<file path="src/gnm_pkg.sv">
`default_nettype none
package gnm_pkg;
  localparam int MaxCand = 256;
  localparam int MaxPairs = 1024;
  localparam int IdBits = 16;
  localparam int CandAw = $clog2(MaxCand);
  localparam int PairAw = $clog2(MaxPairs);
  localparam int CCntW = $clog2(MaxCand + 1);
  localparam int PCntW = $clog2(MaxPairs + 1);
  localparam int IdSpace = 1 << IdBits;
  localparam int CandW = 8 + 13 + 13 + IdBits;

  localparam logic [27:0] NearSq = 28'd400;
  localparam logic [27:0] WideSq = 28'd900;
  localparam logic [27:0] FarSq = 28'd625;
  localparam logic [27:0] MidSq = 28'd324;
  localparam logic [27:0] CloseSq = 28'd100;

  typedef enum logic [1:0] {
    ACT_CLEAR = 2'd0,
    ACT_LOAD  = 2'd1,
    ACT_MATCH = 2'd2,
    ACT_NONE  = 2'd3
  } action_t;

  typedef enum logic [2:0] {
    ST_MATCHED = 3'd0,
    ST_PAIRED  = 3'd1,
    ST_FAR     = 3'd2,
    ST_AMBIG   = 3'd3,
    ST_FULL    = 3'd4
  } status_t;

  typedef enum logic [3:0] {
    S_IDLE, S_PREAD, S_PCHK, S_CREAD, S_TREAD, S_DIST, S_ACC, S_DECIDE,
    S_OUT, S_CLRMAP
  } fsm_t;
endpackage
`default_nettype wire

</file>
<file path="src/gnm_dist.sv">
`default_nettype none
// Shared squared-distance unit: one registered square per cycle; the caller forms the sum.
module gnm_dist import gnm_pkg::*; (
  input  wire logic        clk,
  input  wire logic [12:0] a,
  input  wire logic [12:0] b,
  output logic      [26:0] sq_r
);
  logic [12:0] diff;
  logic [26:0] sq_nxt;

  always_comb begin
    diff = (a >= b) ? (a - b) : (b - a);
    sq_nxt = {14'd0, diff} * {14'd0, diff};
  end

  always_ff @(posedge clk) begin
    sq_r <= sq_nxt;
  end
endmodule
`default_nettype wire

</file>
<file path="config.mk">
export PLATFORM = sky130hd
export DESIGN_NAME = gnm_dist
export DESIGN_NICKNAME = d
export VERILOG_FILES = /design/src/gnm_pkg.sv /design/src/gnm_dist.sv
export SDC_FILE = /design/constraint.sdc
export NUM_CORES = 1
export LEC_CHECK = 0
export ABC_AREA = 1
export BUFFER_PORTS_ARGS = -buffer_cell sky130_fd_sc_hd__buf_2
export CORE_MARGIN = 1.5
export CORE_UTILIZATION = 35
export DETAILED_ROUTE_END_ITERATION = 6
export MAX_ROUTING_LAYER = met4
export PLACE_DENSITY_LB_ADDON = 0.05
export SYNTH_ARGS = -nofsm -noshare
export SYNTH_HDL_FRONTEND = slang
export SYNTH_SLANG_ARGS = --single-unit
</file>
<file path="constraint.sdc">
create_clock -name clk -period 13.8 [get_ports clk]
set_input_delay 0.69 -clock clk [delete_from_list [all_inputs] [get_ports clk]]
set_output_delay 0.69 -clock clk [all_outputs]
set_load 0.05 [all_outputs]
</file>
# Word level (Yosys, flattened, before mapping)
# Index checks and enable logic that the tools add are counted.
classes:
  n_addsub: 2
  n_mul: 1
  div_mod_pow: 0
  n_lt_le_gt_ge: 1
  n_eq_ne: 0
  shifts: 0
  mux: 1
  bitwise_logic: 0
  reduce_logical: 0
ops:
  columns: ["cell", "n"]
  rows:
  - ["$mul A13 B13 Y26", 1]
  - ["$sub A13 B13 Y13", 2]
  - ["$ge A13 B13 Y1", 1]
  - ["$mux W13", 1]
word_totals:
  register_bits: 26
  latchBits: 0
  ramBits: 0
  romBits: 0
  output_inout_bits: 27
  elab_cells: 6
  memories: 0

# Longest topological paths before layout
# Gate-level depths: netlist of run 1.
depth:
  word_depth: 3
  ltp_mapped: 36

# Worst setup path after synthesis of run 1
# No wires, ideal clock.
synth_timing:
  path_type: "input-to-reg"
  start: "input port a[6]"
  end: "register sq_r[21]"
  setup_time_ns: 0.127
  arrival_ns: 6.088
  required_time_ns: 13.673
  slack_ns: 7.585
  path_stages: 29
  path_buffers: 2
  path_cell_list: "inv_1 > ha_1 > buf_2 > nand2_2 > nor2_4 > and2_1 > nand2_1 > nand3_2 > inv_2 > buf_6 > nand2_1 > nand2_2 > inv_1 > nand2_1 > fa_1 > inv_1 > fa_1 > fa_1 > fa_1 > inv_1 > fa_1 > inv_1 > ha_1 > a21o_1 > nor2_1 > o21ai_0 > a21oi_1 > o21ai_0 > xor2_1"
synth_between:
  elab_chain_cells: 3
synth_lines:
  columns: ["item", "line_no", "text"]
  rows:
  - ["start, declared", "gnm_dist.sv:5", "input wire logic [12:0] a,"]
  - ["$sub A13 B13 Y13 / $ge A13 B13 Y1 (equally long branches)", "gnm_dist.sv:13", "diff = (a >= b) ? (a - b) : (b - a);"]
  - ["$mux W13 *", "gnm_dist.sv:13", null]
  - ["$mul A13 B13 Y26 *", "gnm_dist.sv:14", "sq_nxt = {14'd0, diff} * {14'd0, diff};"]
  - ["via sq_nxt[21]", "gnm_dist.sv:10", "logic [26:0] sq_nxt;"]
  - ["end signal, assigned", "gnm_dist.sv:18", "sq_r <= sq_nxt;"]
  - ["end, declared", "gnm_dist.sv:7", "output logic [26:0] sq_r"]
# Mark *: on every way through the listed nets, which the timed path passes. The rest lies on a longest branch.

# Worst setup path in the final report of run 1
layout_timing:
  start: "input port a[0]"
  end: "register sq_r[23]"
# Same word-level chain as after synthesis.

==> metrics.md, run 1 <==
| Metric | Value |
|---|---|
| Critical path type | in2reg |
| Fraction of synthesized area in multiplexers | 0% |
| Final core utilization | 38.6% |
| EDFF count, synth | 0 |
| Final setup viols | 0 |
| Register area share after synthesis | 7.18% |
| Drt wl/cell | 13.8 um |
| Worst Setup End Kind | register |
| Sinks on Clock Net | 25 |
| Post-CTS setup repair buffer count | 0 |
| Area post-placement | 7460 um^2 |
| Max Fclk | 136 MHz |
| CP max stage cell | ha_1 |
| Adder-Cell Fraction of Synth Area | 45.4% |
| Vias | 5640 |
| Worst Tran Pin Value | 691 ps |
| # IOs | 54 |
| CTS resizes | 0 |
| Synth Area in Compound Gates | 6.43% |
| Main combinational cell family by area after synthesis | adder cells |
| Status | finished clean |
| Number of flip-flops under the largest register name | 25 |
| YS warnings | 0 |
| Vias per inst | 4.55 |
| Max-slew violation count | 0 |
| Register area | 500 um^2 |
| Slew Limit Headroom | 53.8% |
| Hold Vio Cnt, Final | 0 |
| Fillers | 2190 |
| Area of the multi-input gates | 5420 um^2 |
| Post-synth cell types | 38 |
| All-Layer GR Usage | 18.5% |
| CTS tree | built |
| Max incr delay on CP | 620 ps |
| Mapped Avg Cell Area | 7.48 um^2 |
| First-pass GRT wire length | 29100 um |
| Root buf cell | clkbuf_16 |
| CP dominant cell by count | fa_1 |
| Largest net degree at the start of global routing | 15 |
| GRT Residual Overflow | 0 |
| # DRC | 0 |
| Core region area | 19500 um^2 |
| Most flops, register | sq_r |
| Routability Congestion | 0.884 |
| Number of global-route vias before repair | 5884 |
| Final hold slack | 1200 ps |
| Async SR Flop Fraction | 0% |
| DIE HEIGHT | 144 um |
| Crit share post-route | 53.4% |
| Initial antenna violation count | 0 |
| Type of origin of the critical path | input pin |
| Post-Syn Area | 6970 um^2 |
| WP data required | 13940 ps |
| Pre-Repair DR Iteration Count | 5 |
| Initial core utilization | 35.7% |
| ANT nets after route | 0 |
| #FFs+latches synth | 25 |
| Die Wd | 144 um |
| Buffers on Ports | 51 |
| Main synth FF type | dfxtp_1 |
| H-tree depth | 1 |
| Fin crit period | 7370 ps |
| Layout cells sized above 1 | 10.6% |
| Post-Synth Simple-Gate Area | 20.6% |
| Die area | 20800 um^2 |
| P&R area growth vs syn | 8.20% |
| Mapped Cells | 932 |
| Clk pin slew, worst setup/hold paths | 60 ps |
| Row Count | 51 |
| Initial drt markers | 297 |
| Nets | 1196 |
| Hold-fix buffers, CTS | 0 |
| Detailed Route WL | 17100 um |
| Num CTS Buffers | 3 |
| N_diodes | 0 |
| HP Class | in2reg |
| TNS Setup | 0 ps |
| Design Area, Final | 7540 um^2 |
| Synth Area in XOR/XNOR | 5.28% |
| Regs by FF count | sq_r (25) |
| Max-Cap Viols | 0 |
| RSZ-0062 raised after global routing | no |
| CP Max Fanout | 14 |
| Data arrival time of the critical path | 7510 ps |
| Max clock buf depth | 2 |
| Placed wire-length estimate | 15300 um |
## cell usage in the layout, fill, tap and decap left out, drive strengths merged
cell      n
inv     253
nand2   193
fa      100
ha       93
nor2     87
buf      51
a21oi    39
nand3    36
xor2     28
dfxtp    25
o21ai    17
xnor2    14
nand4     9
o21bai    8
a21o      4
clkbuf    4
nor3      3
a31oi     3
conb      2
and2      1
a31o      1
o21a      1
a211oi    1
a21boi    1
a221oi    1
## cell type report
| class | instances | share of cell area (%) |
|---|---|---|
| clock buffers | 4 | 1.05 |
| inverters | 253 | 12.6 |
| multi-input cells | 642 | 71.9 |
| flip-flops and latches | 25 | 6.64 |
| well taps | 265 | 4.40 |
| repair buffers | 51 | 3.38 |
## cells in the mapped netlist, types with 8 or more instances
| cell type | n | area share (%) |
|---|---|---|
| o21ai_0 | 15 | 1.1 |
| inv_1 | 242 | 13 |
| xor2_1 | 28 | 3.5 |
| dfxtp_1 | 25 | 7.2 |
| nand2_2 | 17 | 1.5 |
| ha_1 | 93 | 17 |
| nor2_1 | 75 | 4.0 |
| nand2_1 | 173 | 9.3 |
| inv_2 | 10 | 0.54 |
| fa_1 | 100 | 29 |
| xnor2_1 | 14 | 1.8 |
| nor2_2 | 8 | 0.72 |
| nand3_1 | 34 | 2.4 |
| nand4_1 | 9 | 0.81 |
| a21oi_1 | 38 | 2.7 |
## through the flow
stage	worst slack, ps	cells
floorplan	7590	933
global placement	6230	1236
detailed placement	6170	1236
CTS	6460	1240
global route	5890	1240
finish	6430	1240
## cells by family (layout without fill, tap and decap cells)
kind of cell             count (synthesis)  in the layout
adder cells (fa/ha/maj)                193            193
buffers and inverters                  266            308
XOR/XNOR                                42             42
flip-flops                              25             25
AND/OR/NAND/NOR                        329            329
other                                    1              2
AO/OA/AOI/OAI                           76             76
## worst max-delay path, delay by kind of cell
family,cells,cell delay (ps)
buffers and inverters,7,770
xor gates and xnor gates,1,160
AOI/OAI and AO/OA,4,850
adders and majority gates,7,3580
and+or+nand+nor,8,1430
## metal layers
layer	GRT usage (%)	wire [um]
met4	1.45	46
met5	-	0
met3	1.62	566
met2	31.1	8030
met1	25.2	8430
## final timing paths
kind	start	to	cells after the start
min	b[0]	sq_r[0]	3
max	a[0]	sq_r[23]	27
Power of run 1 is not shown: default switching activity piles up to over one toggle a cycle in this logic, so the estimate is an artifact.
==> run 2, diff against run 1 <==
==> constraint.sdc (replaced) <==
create_clock -name clk -period 7.46 [get_ports clk]
set_input_delay 0.373 -clock clk [delete_from_list [all_inputs] [get_ports clk]]
set_output_delay 0.373 -clock clk [all_outputs]
set_load 0.05 [all_outputs]
==> metrics.md, run 2 (same netlist as run 1, synthesis figures left out) <==
| Metric | Value |
|---|---|
| Detailed Route WL | 17000 um |
| ANT nets after route | 0 |
| Data arrival time of the critical path | 7170 ps |
| Commonest non-fill, non-tap cell in the layout | inv_1 |
| Final cell count without fillers | 1243 |
| TNS Setup | 0 ps |
| CP Max Fanout | 14 |
| Crit share post-route | 94.2% |
| Die area | 20800 um^2 |
| CTS tree | built |
| Pre-Repair DR Iteration Count | 5 |
| Final setup viols | 0 |
| First-pass GRT wire length | 28900 um |
| Max clock buf depth | 2 |
| Placed wire-length estimate | 15100 um |
| Most frequent cells in the layout | inv_1 (242), nand2_1 (173), fa_1 (100) |
| Max-slew violation count | 0 |
| Buffers on Ports | 51 |
| Hold Vio Cnt, Final | 0 |
| Slew Limit Headroom | 57.0% |
| Worst hold start | b[0] |
| Most flops, register | sq_r |
| Worst Setup End Kind | register |
| Num CTS Buffers | 3 |
| Sinks on Clock Net | 25 |
| Nets | 1199 |
| Core region area | 19500 um^2 |
| Row Count | 51 |
| H-tree depth | 1 |
| Hold-fix buffers, CTS | 0 |
| Die Wd | 144 um |
| Type of origin of the critical path | input pin |
| # IOs | 54 |
| CTS resizes | 0 |
| Number of global-route vias before repair | 5871 |
| # DRC | 0 |
| Critical path type | in2reg |
| Fin crit period | 7030 ps |
| Initial core utilization | 35.7% |
| Placed Instances | 1239 |
| HP Class | in2reg |
| Initial antenna violation count | 0 |
| Root buf cell | clkbuf_16 |
| All-Layer GR Usage | 18.3% |
| RSZ-0062 raised after global routing | no |
| Max Fclk | 142 MHz |
| Vias per inst | 4.56 |
| DIE HEIGHT | 144 um |
| P&R area growth vs syn | 8.53% |
| Final hold slack | 736 ps |
| N_diodes | 0 |
| Crit path from | a[8] |
| Fillers | 2144 |
| WP data required | 7600 ps |
| Final core utilization | 38.7% |
| Status | finished clean |
| Routability Congestion | 0.871 |
| Initial drt markers | 294 |
| Post-CTS setup repair buffer count | 0 |
| Clk pin slew, worst setup/hold paths | 60 ps |
| Max-Cap Viols | 0 |
| Vias | 5669 |
| Layout cells sized above 1 | 10.8% |
| Largest net degree at the start of global routing | 15 |
| Drt wl/cell | 13.6 um |
| Worst Tran Pin Value | 644 ps |
| GRT Residual Overflow | 0 |
| Number of flip-flops under the largest register name | 25 |
| Regs by FF count | sq_r (25) |
[run 2: changes by cell type in the layout (fill, tap and decap cells not counted), sizes merged]
cell | before | now
buf | 51 | 54
[run 2: metrics by stage]
step                      instance area (um^2)  worst slack, ps
after floorplan                           6970             1560
after global placement                    7480              273
after detailed placement                  7480              216
after CTS                                 7560              478
after global routing                      7560             61.3
final                                     7560              434
[run 2: layout make-up]
| cell class | instances | area, um^2 | area share (%) |
|---|---|---|---|
| clock buffer | 4 | 78.8 | 1.04 |
| inverter | 253 | 952 | 12.6 |
| multi-input combinational | 642 | 5420 | 71.7 |
| sequential | 25 | 500 | 6.62 |
| tap | 265 | 332 | 4.38 |
| timing repair buffer | 54 | 278 | 3.67 |
[run 2: worst paths after layout]
check	slack [ps]	endpoint	cells past startpoint
hold / removal	740	sq_r[0]	4
setup / recovery	430	sq_r[22]	28
[run 2: critical path, stage by stage]
cell,delay [ps]
buf_2,90
inv_1,40
ha_1,420
nand2_4,150
inv_2,40
nand2_1,60
nand2_1,100
a21oi_2,190
nand3_2,290
inv_2,300
nand2_1,80
nand2_1,490
nor2_1,220
fa_1,560
inv_1,60
fa_1,490
inv_1,50
fa_1,470
fa_1,550
inv_1,50
fa_1,530
inv_1,40
ha_1,350
a21oi_1,300
o21ai_0,150
a221oi_1,360
nand3_1,160
xor2_1,170
[run 2: routing by layer]
metal	up-vias	wire, um	global-route usage, %
li1	2863	-	-
met1	2700	8690	26.1
met2	99	7590	29.7
met3	7	620	1.39
met4	0	60	1.13
met5	-	0	-
Power of run 2 is left out for the same reason.
