==> src/gnm_ram.sv <==
`default_nettype none
module gnm_ram #(
  parameter int Width = 8,
  parameter int Depth = 16
) (
  input  wire logic                     clk,
  input  wire logic                     we,
  input  wire logic [$clog2(Depth)-1:0] waddr,
  input  wire logic [Width-1:0]         wdata,
  input  wire logic [$clog2(Depth)-1:0] raddr,
  output logic      [Width-1:0]         rdata
);
  logic [Width-1:0] mem [Depth];

  always_ff @(posedge clk) begin
    if (we) begin
      mem[waddr] <= wdata;
    end
    rdata <= mem[raddr];
  end
endmodule
`default_nettype wire

==> config.mk <==
export PLATFORM = sky130hd
export DESIGN_NAME = gnm_ram
export DESIGN_NICKNAME = d
export VERILOG_FILES = /design/src/gnm_ram.sv
export SDC_FILE = /design/constraint.sdc
export NUM_CORES = 1
export LEC_CHECK = 0
export BUFFER_PORTS_ARGS = -buffer_cell sky130_fd_sc_hd__clkbuf_2
export CAP_MARGIN = 20
export CORE_MARGIN = 2
export CORE_UTILIZATION = 25
export CTS_BUF_LIST = sky130_fd_sc_hd__clkbuf_16
export DETAILED_ROUTE_END_ITERATION = 10
export GPL_ROUTABILITY_DRIVEN = 0
export MAX_ROUTING_LAYER = met4
export PLACE_DENSITY = 0.51
export SYNTH_ARGS = -nofsm -noshare
export SYNTH_HDL_FRONTEND = slang
export SYNTH_SLANG_ARGS = --single-unit
==> constraint.sdc <==
create_clock -name clk -period 1.58 [get_ports clk]
set_input_delay 0.158 -clock clk [delete_from_list [all_inputs] [get_ports clk]]
set_output_delay 0.158 -clock clk [all_outputs]
set_load 0.005 [all_outputs]
# Word level (Yosys, flattened, before mapping)
# Memory sizes are Yosys's and may differ from the RTL's. A register that Yosys moved wholly into a read port is not among the register bits.
# Index checks and enable logic that the tools add are counted.
# W data, S select, Z words.
# totals
latch_bits	0
rom_bits	0
mem_bits_rw	128
ff_bits	0
n_memories	1
output_inout_bits	8
elab_cells	3
in_bits	18
# mem_list
name	words	width	read_ports	rd_clocked_by_memory_dff	write_ports	line_no	source
mem	16	8	1	1	1	13	logic [Width-1:0] mem [Depth];
# classes
n_eq_ne	0
mux	2
n_bitwise	0
n_shift	0
n_div	0
n_lt_le_gt_ge	0
addsub	0
n_reduce_logical	0
multipliers	0
# ops
cell	count
$mux W1	2

# Longest topological paths before layout
# Gate-level depths: netlist of the first run.
# logic_depth
depth_word	2
mapped_depth	5
ltp_nobuf	3

# Worst setup path after synthesis of the first run
# Ideal clock, no wire load.
# synth_path
kind	input -> register
from	in waddr[2]
to	mem mem[0][0], enable pin
stages	2
path_slack_ps	-71
n_path_buf	0
setup_ps	383
required_ps	1197
arrival_ps	1268
cell_sequence	or3b_2 > nor3_1
# synth_rtl
item	line_no	source
start, declared	8	input wire logic [$clog2(Depth)-1:0] waddr,
end, declared	13	
# No word-level cell before the write port.

==> impl_results.md, run 1 <==
- Initial core utilization: 25.4%
- Worst path arrival time: 1700 ps
- Setup slack after layout: 192 ps
- Post-synth top cells: edfxtp_1 (128), mux4_2 (18), a22oi_1 (16)
- Final period utilization: 87.8%
- Synth area leader: edfxtp_1
- Final Instance Count excl. Fillers: 570
- Net Count, Synth: 247
- Setup TNS: 0 ps
- Final setup vio count: 0
- Post-synthesis cell type count: 19
- Ranking of synthesized cells by area: edfxtp_1 (75%), mux4_2 (7.9%), mux4_1 (7.1%), dfxtp_1 (3.1%), a22oi_1 (2.3%)
- Gr ovfl total: 0
- Dpl cells: 538
- DRC: 0
- Worst-skew pair later-pin latency: 420 ps
- Crit path launch: mem[5][0]$_DFFE_PP_
- CTS sink count: 136
- Final hold vios: 0
- Status: completed
- Area Overhead vs Synth: 23.5%
- Pwr dens: 1340 nW/um2
- Synthesized flop and latch total: 136
- CP cell instances: mux4_1 -> a22oi_1 -> nand2_1
- Setup Skew: 8.57 ps
- Worst Tran Pin Value: 723 ps
- Worst setup EP type: register
- CTS tree: yes
- Hpwl dp: 7270 um
- Number of synthesized flops with an enable pin: 128
- Seq/Total Area, Yosys: 77.8%
- Hold Path Class: input port to register
- Warnings from Yosys: 0
- Routed wire length: 11,300 um
- I/O Buffers: 25
- First-pass GRT wire length: 17,200 um
- Pleak: 2.13 nW
- Fin crit period: 1390 ps
- WL/cell: 19.8 um
- # diodes: 0
- Vias per inst: 4.31
- Crit path to: rdata[0]$_DFF_P_
- Prevailing post-synth register cell: edfxtp_1
- CTS Buf Count: 17
- Post-CTS Setup Repair Bufs: 0
- CP delay by family, top: multiplexers
- Crit path kind: register to register
- H-tree levels: 4
- Crit path buf inv count: 0
- Slowest stage cell, crit path: mux4_1
- CP peak stage delay: 610 ps
- WP data required: 1890 ps
- RSZ-0062 raised after global routing: false
- Final #Nets: 305
- Avg Synthesized Cell Area: 22.5 um2
- Maximum VDD drop: 0.851 mV
- Synthesized netlist cell count: 229
- I/O pins: 26
- Area share of the largest cell type after synthesis: 74.7%
- Drt first pass iters: 4
- Worst r2r dst: rdata[0]$_DFF_P_
- Core Footprint: 20,200 um2
- Placement Setup Slack: -96.9 ps
- Hold Buf Count CTS: 0
- Largest net degree at the start of global routing: 33
- Critical path fanouts, max: 1
- Mapped cell area: 5150 um2
- Final ANT Viol Nets: 0
- Count leader, synth: edfxtp_1
- CP Launch Type: register
- Die X: 147 um
- Async SR Flop Fraction: 0%
- Vias in the first global route: 2,645
- CTS max path bufs: 2
- Post-layout util: 31.4%
- Die height: 147 um
- CP Depth: 3
- Max_slew headroom: 51.7%
- Total of max-cap violations: 0
- Total GRT Usage: 11.6%
- Rows: 52
- Clock-pin slew on the worst setup and hold paths: 60 ps
- R2R Path Start: mem[5][0]$_DFFE_PP_
- Fin. max-slew vios: 0
- Layout cells sized above 1: 32.3%
- Post-CTS sizing: 0
- Via Count: 2,457
- FMAX: 0.721 GHz
- Die area: 21,800 um2
- Antenna violations before repair: 0
- Worst R2R Setup Slack: 190 ps
- Worst reg-to-reg path cell count: 3
- CTS root buf: clkbuf_16
- DR iter-0 viols: 162
[logic make-up (layout without fill, tap and decap cells)]
group,Yosys count,after routing,share of synthesized area (%)
compound gates,16,16,2.33
buf+inv,10,81,1.68
flops,136,136,77.8
mux,32,32,15.0
simple gates,35,35,3.18
[area by class of cell]
| class | count | area, um2 |
|---|---|---|
| multi-input cells | 83 | 1060 |
| clock inverters | 15 | 185 |
| fillers | 1934 | 13900 |
| flip-flops and latches | 136 | 4000 |
| well taps | 270 | 338 |
| repair buffers | 49 | 343 |
| clock buffers | 17 | 425 |
[metal layers]
layer / global-route usage [%] / share of wire (%) / up-vias
li1: - / - / 1087
met1: 15.7 / 48 / 1287
met2: 16.7 / 46 / 65
met3: 3.27 / 4.8 / 18
met4: 4.33 / 1.8 / 0
met5: - / 0 / -
[state kept, by name, summed over array words and instances (netlist names)]
signal	flops
rdata	8
mem	128
[placed cells by master (no fill, tap or decap), types with 8 or more instances in the layout]
master     count
dfxtp_1        8
mux4_2        18
clkbuf_16     17
a22oi_1       16
mux4_1        14
buf_4         21
nand2_1        9
edfxtp_1     128
clkbuf_2      25
nor2_1        13
[how the worst min path moves through the flow]
| stage | to | slack (ps) | cells after the start | startpoint |
|---|---|---|---|---|
| 2_1_floorplan | mem[0][0]$_DFFE_PP_ | 260 | 0 | wdata[0] |
| 6_report | mem[5][4]$_DFFE_PP_ | 190 | 1 | wdata[4] |
| 3_3_place_gp | rdata[4] | 540 | 1 | rdata[4]$_DFF_P_ |
| 4_1_cts | mem[6][4]$_DFFE_PP_ | 200 | 1 | wdata[4] |
| 5_1_grt | mem[15][1]$_DFFE_PP_ | 210 | 1 | wdata[1] |
| 3_5_place_dp | rdata[4] | 540 | 1 | rdata[4]$_DFF_P_ |
[stage by stage]
step | area (um2) | total power [mW] | hold slack [ps]
after detailed placement | 5750 | 4.54 | 540
after global routing | 6360 | 8.79 | 215
after floorplan | 5150 | 4.33 | 257
after global placement | 5750 | 4.53 | 542
final | 6360 | 8.51 | 186
after CTS | 6360 | 8.59 | 196
[power by group]
part	internal (mW)	total (mW)	switching, mW
registers	4.04	4.06	0.0291
clock network	2.61	4.06	1.45
logic	0.172	0.394	0.222
Power figures use the tool's default switching activity.
==> run 2: changes to the inputs <==
- CORE_MARGIN: 2 -> 1
==> run 2 against run 1 <==
Count of clock-buffer cells in the layout stayed put. Non-clock buffer count is 8 higher. Via count increased by 1.5%. Total power increased by 5.4%. Register-to-register slack improved by 20 ps. Die area down 2.7%. Highest routed layer unchanged.
==> impl_results.md, run 2 (synthesized netlist as in run 1, its figures left out) <==
- Status: completed
- Worst reg-to-reg path cell count: 3
- Pwr dens: 1380 nW/um2
- Core Footprint: 20,200 um2
- Final hold vios: 0
- H-tree levels: 4
- Via Count: 2,495
- I/O pins: 26
- CP peak stage delay: 470 ps
- Top reg by flops: mem
- DRC: 0
- Final setup vio count: 0
- Layout cells sized above 1: 34.7%
- Initial core utilization: 25.4%
- Die height: 145 um
- Vias per inst: 4.32
- Worst hold stages: 1
- Grt met2 use: 16.5%
- Crit path kind: register to register
- Final ANT Viol Nets: 0
- Worst R2R Setup Slack: 210 ps
- WL/cell: 18.7 um
- Final period utilization: 86.5%
- Worst r2r dst: rdata[4]$_DFF_P_
- Slowest stage cell, crit path: mux4_2
- CP Launch Type: register
- Regs by FF count: mem (128), rdata (8)
- Worst path arrival time: 1650 ps
- Antenna violations before repair: 0
- Register Area: 4000 um2
- Hold Path Class: input port to register
- Die area: 21,200 um2
- Hold Crit Endpoint: mem[5][6]$_DFFE_PP_
- CTS tree: yes
- CTS root buf: clkbuf_16
- Pleak: 2.21 nW
- Max_slew headroom: 46.4%
- Post-CTS Setup Repair Bufs: 0
- Commonest non-fill, non-tap cell in the layout: edfxtp_1
- Setup slack after layout: 213 ps
- Clock-pin slew on the worst setup and hold paths: 60 ps
- DR iter-0 viols: 158
- Worst hold start: wdata[6]
- CP cell instances: mux4_2 -> a22oi_1 -> nand2_1
- Multi-input gate area: 1060 um2
- Gr ovfl total: 0
- Number of fillers in the final layout: 1,934
- WP data required: 1860 ps
- Hpwl dp: 7310 um
- Setup Skew: 8.02 ps
- Post-CTS sizing: 0
- Fin. max-slew vios: 0
- FMAX: 0.731 GHz
- Area Overhead vs Synth: 26.5%
- CTS Buf Count: 17
- Fin crit period: 1370 ps
- Vias in the first global route: 2,630
- Post-route cell area: 6510 um2
- Global route hottest layer: met2
- Placement Setup Slack: -37.6 ps
- RSZ-0062 raised after global routing: false
- CTS sink count: 136
- Die X: 145 um
- I/O Buffers: 25
- # diodes: 0
- Commonest non-fill, non-tap cells in the layout: edfxtp_1 (128), buf_4 (27), clkbuf_2 (25), mux4_2 (18), clkbuf_16 (17)
- Crit path buf inv count: 0
- Worst Tran Pin Value: 801 ps
- M1 GR Usage: 14.6%
- Largest net degree at the start of global routing: 22
- Routed wire length: 10,800 um
- Rows: 52
- Hold Buf Count CTS: 0
- Fin Hold WS: 187 ps
- Worst setup EP type: register
- CTS max path bufs: 2
- Met3 layer usage reported by global route: 3.26%
- CP delay by family, top: multiplexers
- Maximum VDD drop: 0.821 mV
- First-pass GRT wire length: 16,300 um
- Critical path fanouts, max: 1
- R2R Path Start: mem[2][4]$_DFFE_PP_
- Post-DP Area: 5830 um2
- Total of max-cap violations: 0
- Drt first pass iters: 4
- Final #Nets: 313
- Max reg flops: 128
- Total GRT Usage: 11.2%
- Worst-skew pair later-pin latency: 420 ps
run 2: cell types whose count changed in the layout (fill, tap and decap cells not counted), sizes merged:
cell and change:
clkinv -2, bufinv +3, buf +8, inv -1
run 2: metrics by stage:
| step | power (mW) | utilization [%] | instances | TNS (ps) |
|---|---|---|---|---|
| 2_1_floorplan | 4.33 | - | 229 | 0 |
| 3_3_place_gp | 4.54 | 28.8 | 546 | -73.5 |
| 3_5_place_dp | 4.55 | 28.8 | 546 | -85.8 |
| 4_1_cts | 9.06 | 32.2 | 578 | 0 |
| 5_1_grt | 9.23 | 32.2 | 578 | 0 |
| 6_report | 8.97 | 32.2 | 578 | 0 |
run 2: power by group:
part	internal, mW	switching, mW	total [mW]
registers	4.04	0.0264	4.06
clock network	3.09	1.41	4.51
logic	0.183	0.224	0.407
run 2: how the worst max path moves through the flow:
| stage | slack (ps) | cells past startpoint | to | from |
|---|---|---|---|---|
| after floorplan | 160 | 2 | mem[3][0]$_DFFE_PP_ | waddr[2] |
| after global placement | -30 | 5 | rdata[6]$_DFF_P_ | raddr[0] |
| after detailed placement | -40 | 5 | rdata[2]$_DFF_P_ | raddr[0] |
| after CTS | 200 | 3 | rdata[2]$_DFF_P_ | mem[9][2]$_DFFE_PP_ |
| after global routing | 140 | 3 | rdata[2]$_DFF_P_ | mem[9][2]$_DFFE_PP_ |
| final | 210 | 3 | rdata[4]$_DFF_P_ | mem[2][4]$_DFFE_PP_ |
run 2: area by class of cell:
class	instances	share of cell area (%)
flip-flops and latches	136	61.5
well taps	270	5.19
clock inverters	15	3.92
repair buffers	57	6.57
clock buffers	17	6.53
multi-input cells	83	16.3
run 2: routing by layer:
layer	wire length, um	vias up
li1	-	1109
met1	5210	1308
met2	5030	58
met3	410	20
met4	168	0
met5	0	-
==> run 3: changes to the inputs <==
- BUFFER_PORTS_ARGS: -buffer_cell sky130_fd_sc_hd__clkbuf_2 -> -buffer_cell sky130_fd_sc_hd__buf_2
- SETUP_SLACK_MARGIN: not set -> 0.1
==> run 3 against run 2 <==
First-iteration DRC count fell by 5.1%. Cell count fell by 0.35%. Die area did not move. Register-to-register slack barely moved. Setup slack improved by 1.3 ps. Maximum frequency barely moved. Critical path type unchanged. Highest routed layer unchanged.
==> impl_results.md, run 3 (synthesized netlist as in run 1, its figures left out) <==
- Layout cells sized above 1: 34.0%
- Worst reg-to-reg path cell count: 3
- Vias per inst: 4.23
- I/O pins: 26
- # diodes: 0
- Area Overhead vs Synth: 24.8%
- Fin Hold WS: 144 ps
- Regs by FF count: mem (128), rdata (8)
- H-tree levels: 4
- Hold Path Class: input port to register
- Hold Buf Count CTS: 0
- WL/cell: 19.0 um
- Pleak: 2.16 nW
- Crit path to: rdata[4]$_DFF_P_
- CP peak stage delay: 470 ps
- Crit path kind: register to register
- Psw: 1.67 mW
- Critical path fanouts, max: 1
- Gr ovfl total: 0
- Total of max-cap violations: 0
- CP delay by family, top: multiplexers
- Commonest non-fill, non-tap cells in the layout: edfxtp_1 (128), buf_4 (27), buf_2 (25), mux4_2 (18), clkbuf_16 (17)
- CTS tree: yes
- CTS root buf: clkbuf_16
- Worst R2R Setup Slack: 210 ps
- Fin. max-slew vios: 0
- RSZ-0062 raised after global routing: false
- Final period utilization: 86.5%
- Die area: 21,200 um2
- Final ANT Viol Nets: 0
- R2R Path Start: mem[3][4]$_DFFE_PP_
- I/O Buffers: 25
- Final #Nets: 311
- FMAX: 0.732 GHz
- Post-CTS sizing: 0
- CP cell instances: mux4_2 -> a22oi_1 -> nand2_1
- Reg power frac: 47.0%
- Die height: 145 um
- Clock network fraction of total power: 48.5%
- Int Power: 6.98 mW
- First-pass GRT wire length: 16,600 um
- Commonest non-fill, non-tap cell in the layout: edfxtp_1
- Hpwl dp: 7340 um
- Worst setup EP type: register
- Antenna violations before repair: 0
- Worst path arrival time: 1630 ps
- CP Launch Type: register
- Sw Ratio: 19.3%
- CTS sink count: 136
- DRC: 0
- Final hold vios: 0
- Crit path buf inv count: 0
- Worst r2r dst: rdata[4]$_DFF_P_
- Status: completed
- Final setup vio count: 0
- Routed wire length: 10,900 um
- WP data required: 1850 ps
- Clock-pin slew on the worst setup and hold paths: 60 ps
- Max_slew headroom: 44.0%
- Top reg by flops: mem
- Die X: 145 um
- Pwr dens: 1350 nW/um2
- Rows: 52
- Largest net degree at the start of global routing: 22
- Initial core utilization: 25.4%
- Core Footprint: 20,200 um2
- Combinational share of power: 4.6%
- CTS max path bufs: 2
- Setup Skew: 6.25 ps
- Post-DP Area: 5790 um2
- Worst Tran Pin Value: 839 ps
- CP Depth: 3
- Post-CTS Setup Repair Bufs: 0
- Crit path launch: mem[3][4]$_DFFE_PP_
- Worst-skew pair later-pin latency: 400 ps
- Max reg flops: 128
- Fin crit period: 1370 ps
- Via Count: 2,439
- Slowest stage cell, crit path: mux4_2
- Worst hold start: wdata[5]
- Number of fillers in the final layout: 1,924
- Vias in the first global route: 2,641
- Setup TNS: 0 ps
- Maximum VDD drop: 0.725 mV
- Total GRT Usage: 11.4%
- DR iter-0 viols: 150
- Post-route cell area: 6430 um2
- CTS Buf Count: 17
- Drt first pass iters: 4
[run 3: cell count changes in the layout (fill, tap and decap cells not counted), sizes merged]
cell      before  now
clkbuf        42   17
buf           32   55
bufinv         7    5
clkinvlp       3    5
clkinv         5    4
inv            0    1
[run 3: worst reg2reg max path: stages, from the launching register on]
cell      delay, ps
edfxtp_1        360
mux4_2          470
a22oi_1         260
nand2_1         140
[run 3: metal layers]
layer	part of all wire, %	vias up	track usage, %
met4	0.44	0	3.47
met1	47	1284	15.0
li1	-	1098	-
met3	4.9	2	3.39
met2	48	55	17.1
met5	0	-	-
[run 3: through the flow]
step                      cells  util, %  total power, mW  worst slack [ps]
after floorplan             229        -             4.33               156
after global placement      544     28.6             4.53             -36.9
after detailed placement    544     28.6             4.54             -38.7
after CTS                   576     31.8             8.74               190
after global routing        576     31.8             8.93               131
final                       576     31.8             8.65               214
[run 3: how the worst min path moves through the flow]
stage / end / slack (ps) / cells after the start
after CTS: mem[2][5]$_DFFE_PP_ / 140 / 1
after global placement: rdata[4] / 540 / 1
after global routing: mem[9][5]$_DFFE_PP_ / 130 / 1
after detailed placement: rdata[4] / 540 / 1
after floorplan: mem[0][0]$_DFFE_PP_ / 260 / 0
final: mem[2][5]$_DFFE_PP_ / 140 / 1
[run 3: power groups by stage]
stage	Clock [mW]	Sequential, mW	Combinational [mW]
2_1_floorplan	0	4.13	0.205
3_3_place_gp	0	4.14	0.397
3_5_place_dp	0	4.14	0.406
4_1_cts	4.27	4.06	0.407
5_1_grt	4.43	4.07	0.433
6_report	4.19	4.06	0.396
[run 3: cell type report]
cell class,instances,area (um2),share of cell area (%)
clock inverters,15,209,3.25
well taps,270,338,5.26
multi-input cells,83,1060,16.5
flip-flops and latches,136,4000,62.3
repair buffers,55,388,6.04
clock buffers,17,425,6.62
